### src/design/assert_macros.svh
// Assertion macros shared by the design files.
// No dependencies; define NO_ASSERTIONS to compile them out.
`ifndef ASSERT_MACROS_SVH
`define ASSERT_MACROS_SVH

`ifndef NO_ASSERTIONS

// Checked property, disabled while reset is high.
`define FAC_ASSERT(label, clk, rst, prop, msg) \
  label: assert property (@(posedge clk) disable iff (rst) prop) else $error(msg);

// Checked property, active during reset too.
`define FAC_ASSERT_ALWAYS(label, clk, prop, msg) \
  label: assert property (@(posedge clk) prop) else $error(msg);

`else

`define FAC_ASSERT(label, clk, rst, prop, msg)
`define FAC_ASSERT_ALWAYS(label, clk, prop, msg)

`endif

`endif

### src/design/fac_pkg.sv
// Types and constants of the frustum box culler.
// No dependencies.
package fac_pkg;

  localparam int PLANE_COUNT = 6;
  localparam int AXES        = 3;
  localparam int ENTRY_W     = 16;                  // Q4.12 matrix entry
  localparam int COORD_W     = 16;                  // box coordinate
  localparam int TAG_W       = 16;
  localparam int PLANE_W     = ENTRY_W + 1;         // sum of two entries
  localparam int C2_W        = COORD_W + 1;         // doubled centre
  localparam int E2_W        = COORD_W;             // |doubled extent|
  localparam int PROD_C_W    = PLANE_W + C2_W;      // normal times centre
  localparam int PROD_E_W    = PLANE_W + E2_W;      // |normal| times |extent|
  localparam int PAIR_W      = PROD_C_W + 1;        // one axis term
  localparam int TOTAL_W     = PAIR_W + 2;          // three axes plus offset
  localparam int CFG_DATA_W  = 64;
  localparam int CFG_ADDR_W  = 5;
  localparam int REG_SEL_LSB = 3;                   // 8-byte register stride

  localparam logic [CFG_DATA_W-1:0] COL0_RESET = 64'h0000_0000_0000_1000;
  localparam logic [CFG_DATA_W-1:0] COL1_RESET = 64'h0000_0000_1000_0000;
  localparam logic [CFG_DATA_W-1:0] COL2_RESET = 64'h0000_1000_0000_0000;
  localparam logic [CFG_DATA_W-1:0] COL3_RESET = 64'h1000_0000_0000_0000;

  typedef enum logic [1:0] {
    REG_COL0 = 2'd0,
    REG_COL1 = 2'd1,
    REG_COL2 = 2'd2,
    REG_COL3 = 2'd3
  } cfg_reg_t;

  // One plane: normal, magnitude of the normal, and offset.
  typedef struct packed {
    logic [AXES-1:0][PLANE_W-1:0] nrm;
    logic [AXES-1:0][PLANE_W-1:0] nabs;
    logic [PLANE_W-1:0]           ofs;
  } plane_t;

  typedef plane_t [PLANE_COUNT-1:0] plane_set_t;

endpackage

### src/design/fac_regs.sv
// Matrix column registers behind the APB port, and the six planes
// derived from them (registered). Depends on fac_pkg.
module fac_regs
  import fac_pkg::*;
(
  input  logic                  clk,
  input  logic                  rst,
  input  logic                  psel,
  input  logic                  penable,
  input  logic                  pwrite,
  input  logic [CFG_ADDR_W-1:0] paddr,
  input  logic [CFG_DATA_W-1:0] pwdata,
  output logic [CFG_DATA_W-1:0] prdata,
  output plane_set_t            planes
);

  logic [3:0][CFG_DATA_W-1:0] cols;
  cfg_reg_t                   sel;
  plane_set_t                 planes_next;

  assign sel    = cfg_reg_t'(paddr[REG_SEL_LSB +: 2]);
  assign prdata = cols[sel];

  always_ff @(posedge clk) begin
    if (rst) begin
      cols[REG_COL0] <= COL0_RESET;
      cols[REG_COL1] <= COL1_RESET;
      cols[REG_COL2] <= COL2_RESET;
      cols[REG_COL3] <= COL3_RESET;
    end else if (psel && penable && pwrite) begin
      unique case (sel)
        REG_COL0: cols[REG_COL0] <= pwdata;
        REG_COL1: cols[REG_COL1] <= pwdata;
        REG_COL2: cols[REG_COL2] <= pwdata;
        REG_COL3: cols[REG_COL3] <= pwdata;
      endcase
    end
  end

  // Plane p: column 3 plus (even p) or minus (odd p) column p/2.
  always_comb begin
    logic signed [PLANE_W-1:0] base;
    logic signed [PLANE_W-1:0] side;
    logic signed [PLANE_W-1:0] sum;
    for (int p = 0; p < PLANE_COUNT; p++) begin
      for (int k = 0; k < AXES + 1; k++) begin
        base = PLANE_W'($signed(cols[REG_COL3][k*ENTRY_W +: ENTRY_W]));
        side = PLANE_W'($signed(cols[p/2][k*ENTRY_W +: ENTRY_W]));
        sum  = (p % 2 == 1) ? base - side : base + side;
        if (k == AXES) begin
          planes_next[p].ofs = sum;
        end else begin
          planes_next[p].nrm[k]  = sum;
          planes_next[p].nabs[k] = sum[PLANE_W-1] ? -sum : sum;
        end
      end
    end
  end

  always_ff @(posedge clk) begin
    planes <= planes_next;
  end

endmodule

### config.mk
export PLATFORM = sky130hd
export DESIGN_NAME = fac_regs
export DESIGN_NICKNAME = d
export VERILOG_FILES = /design/src/design/assert_macros.svh /design/src/design/fac_pkg.sv /design/src/design/fac_regs.sv
export SDC_FILE = /design/constraint.sdc
export NUM_CORES = 2
export LEC_CHECK = 0
export BUFFER_PORTS_ARGS = -buffer_cell sky130_fd_sc_hd__buf_2
export CAP_MARGIN = 15
export CORE_MARGIN = 3
export CORE_UTILIZATION = 30
export DETAILED_ROUTE_END_ITERATION = 12
export HOLD_SLACK_MARGIN = 0.15
export MAX_ROUTING_LAYER = met4
export PLACE_DENSITY_LB_ADDON = 0.2
export SYNTH_ARGS = -nofsm -noshare
export SYNTH_HDL_FRONTEND = slang
export SYNTH_SLANG_ARGS = --single-unit
### constraint.sdc
create_clock -name clk -period 3.55 [get_ports clk]
set_input_delay 0.5325 -clock clk [delete_from_list [all_inputs] [get_ports clk]]
set_output_delay 0.5325 -clock clk [all_outputs]
set_load 0.02 [all_outputs]
==> impl_results.md <==
* Kind of critical path: flop to flop
* Critical-path cell list: inv_2 > buf_4 > ha_2 > inv_1 > fa_1 > a21o_1 > a21o_1 > a21oi_2 > o311ai_2 > a2111o_1 > or3_4 > nor3_4 > nand2_2 > nor2_1 > nor4b_4
* Port-buffer cells at 848
* Pwr/cell area at 491 mW/mm^2
* CTS H-tree lvls at 3
* Placement row count at 145
* CP arrival at 4.06 ns
* Width of the chip at 405 um
* Fin cells at 8692
* TritonCTS clock tree: yes
* 1st-iter DRT viols at 3354
* Most common cell after layout, fill and taps aside: dfxtp_1
* DP Area at 0.0559 sq mm
* Final Hold Viols at 0
* Fin. max-slew vios at 0
* Worst-path fanout max at 4
* Share of layout cells above drive strength 1 at 0.236
* Leak pwr at 0.0284 uW
* Most frequent cells in the layout: 927 x dfxtp_1, 845 x buf_2, 664 x nand2_1
* Routed len/inst at 21.2 um
* First-pass GRT wire length at 268 mm
* Worst EP required at 4.19 ns
* Worst-path clk slew at 0.06 ns
* HPWL after detailed placement at 146 mm
* Register area share after synthesis at 0.394
* Max VDD drop at 436 uV
* Synth cell types at 99
* CP most frequent cell: a21o_1
* Avg Synthesized Cell Area at 8.77 sq um
* Actual slew at the worst max-slew pin at 0.961 ns
* Placed instance count at 8405
* Fill cell count at 16000
* Clk_skew at 0.0586 ns
* Largest stage delay, worst path at 0.49 ns
* Setup WS pre-CTS at -0.0384 ns
* CP Launch Type: flop
* Fraction of registers with async set/reset at 0
* EDFF count, synth at 0
* Final Setup Violations at 0
* I/O pin cnt at 852
* TritonRoute pass-1 iters at 6
* Starting Density at 0.304
* Core ar. at 0.157 sq mm
* Grt total ovfl at 0
* Initial antenna violation count at 21
* Vias in the first global route at 41200
* Register area at 0.0188 sq mm
* Tot GR Track Use at 0.223
* CP max-delay cell: a2111o_1
* DIE AREA at 0.164 sq mm
* CTS Buf Count at 108
* Maximum clock path buffer count at 3
* GP Congestion at 0.936
* CP Capture Type: flop
* RSZ-0062 raised after global routing: true
* Post-Synthesis Cell Area at 0.0477 sq mm
* Routed WL at 184 mm
* Final hold slack at 0.358 ns
* Max Fclk at 0.293 GHz
* Status: finished clean
* Worst hold path type: primary input to flop
* Worst slew margin at 0.359
* Synth Flop Type: dfxtp_1
* Period minus WS final at 3.42 ns
* Final period util at 0.963
* Multi-input logic area at 0.0263 sq mm
* Yosys warns at 0
* Final WS setup at 0.131 ns
* Antenna violation net count after detailed routing at 0
* Largest net degree at the start of global routing at 127
* Final instance area at 0.0608 sq mm
* Die Ht at 405 um
* Layout Nets at 7028
* Clk Latency, worst-skew pair at 0.74 ns
* Yosys reg bits at 940
* Cells after Synth at 5445
* Via count at 42000
* Mapped Nets at 5945
* Setup TNS at 0 ns
* DRC errors left at 0
* Number of vias per cell at 4.84
* Area Growth Syn to Fin at 27.3%
* Clk root buf: clkbuf_16
* Maxcap violations at 0
* Sink Count at 940
-- cell usage after synthesis (13+ instances only) --
master,number,share of area
mux4_2,64,0.030
nand2_1,666,0.052
a211oi_1,26,0.0041
a21oi_1,540,0.057
xor2_1,138,0.025
nor2_1,373,0.029
dfxtp_1,940,0.39
and2_1,21,0.0028
o21a_1,24,0.0038
o21ai_0,154,0.016
nand4_1,16,0.0021
nor3_1,133,0.014
inv_1,512,0.040
o31a_1,14,0.0026
buf_1,26,0.0020
nor4_1,35,0.0046
xnor2_1,401,0.074
nand2b_1,62,0.0081
a21o_1,42,0.0066
nor2b_1,67,0.0088
a31oi_1,60,0.0079
o211ai_1,17,0.0027
or3_1,39,0.0051
fa_1,24,0.010
buf_4,32,0.0050
mux2_2,13,0.0031
o41ai_1,13,0.0024
o21bai_1,55,0.0087
nand3_1,51,0.0053
and3_1,33,0.0043
or2_2,20,0.0026
o31ai_1,37,0.0058
ha_1,402,0.11
clkbuf_1,176,0.014
-- layout make-up --
type / count / share of cell area
inverters: 516 / 0.0319
flip-flops and latches: 940 / 0.310
clock buffers: 138 / 0.0495
well taps: 2058 / 0.0424
repair buffers: 1220 / 0.121
clock inverters: 62 / 0.0118
multi-input cells: 3742 / 0.433
diodes: 16 / 0.000659
-- worst max-delay path: cells and delay by family, from the launching register on --
family                   cells  cell delay (ns)
AO/OA/AOI/OAI                5             1.16
adder cells (fa/ha/maj)      2             0.59
buffers and inverters        3             0.28
flip-flops                   1             0.32
AND/OR/NAND/NOR              5             1.00
-- path summary, 6_finish.rpt --
| check | startpoint | endpoint | slack (ns) | depth (start not counted) |
|---|---|---|---|---|
| min reg2reg | cols[16] | cols[16] | 0.49 | 2 |
| min | rst | cols[111] | 0.36 | 2 |
| max | cols[192] | planes[390] | 0.13 | 15 |
| max reg2reg | cols[192] | planes[390] | 0.13 | 15 |
-- routing by layer --
layer | vias to the layer above | global-route usage | part of all wire
li1 | 20400 | - | -
met1 | 20100 | 0.286 | 0.45
met2 | 1334 | 0.352 | 0.45
met3 | 187 | 0.0523 | 0.074
met4 | 0 | 0.0540 | 0.023
met5 | - | - | 0
-- per-stage QoR --
step	total power, uW	util
after CTS	30100	0.384
after detailed placement	18300	0.356
final	29800	0.387
after global placement	18300	0.356
after floorplan	15700	-
after global routing	31100	0.387
-- where the power goes --
part           total, uW  internal (uW)  switching [uW]
combinational       6130           2240            3890
sequential         12100          11600             512
clock              11600           6830            4790
total              29800          20700            9190
-- repair_timing --
| item | 4_1_cts | 5_1_grt |
|---|---|---|
| pin swaps | 1 | 18 |
| hold buffers | 64 | 0 |
| resized for setup | 6 | 109 |
| hold endpoints to repair | 255 | 0 |
| setup endpoints to repair | 11 | 196 |
| cloned | 0 | 1 |
| setup buffers | 0 | 6 |
-- flip-flops by register name, summed over array words and instances, names as in the netlist --
name,flops
planes,684
cols,256
-- logic make-up after synthesis --
group                    count (synthesis)  synth area share
AND/OR/NAND/NOR                       1578             0.150
AO/OA/AOI/OAI                         1114             0.143
flip-flops                             940             0.394
buffers and inverters                  763            0.0630
XOR/XNOR                               540            0.0993
adder cells (fa/ha/maj)                426             0.115
multiplexers                            84            0.0347
(Power assumes the default switching activity.)
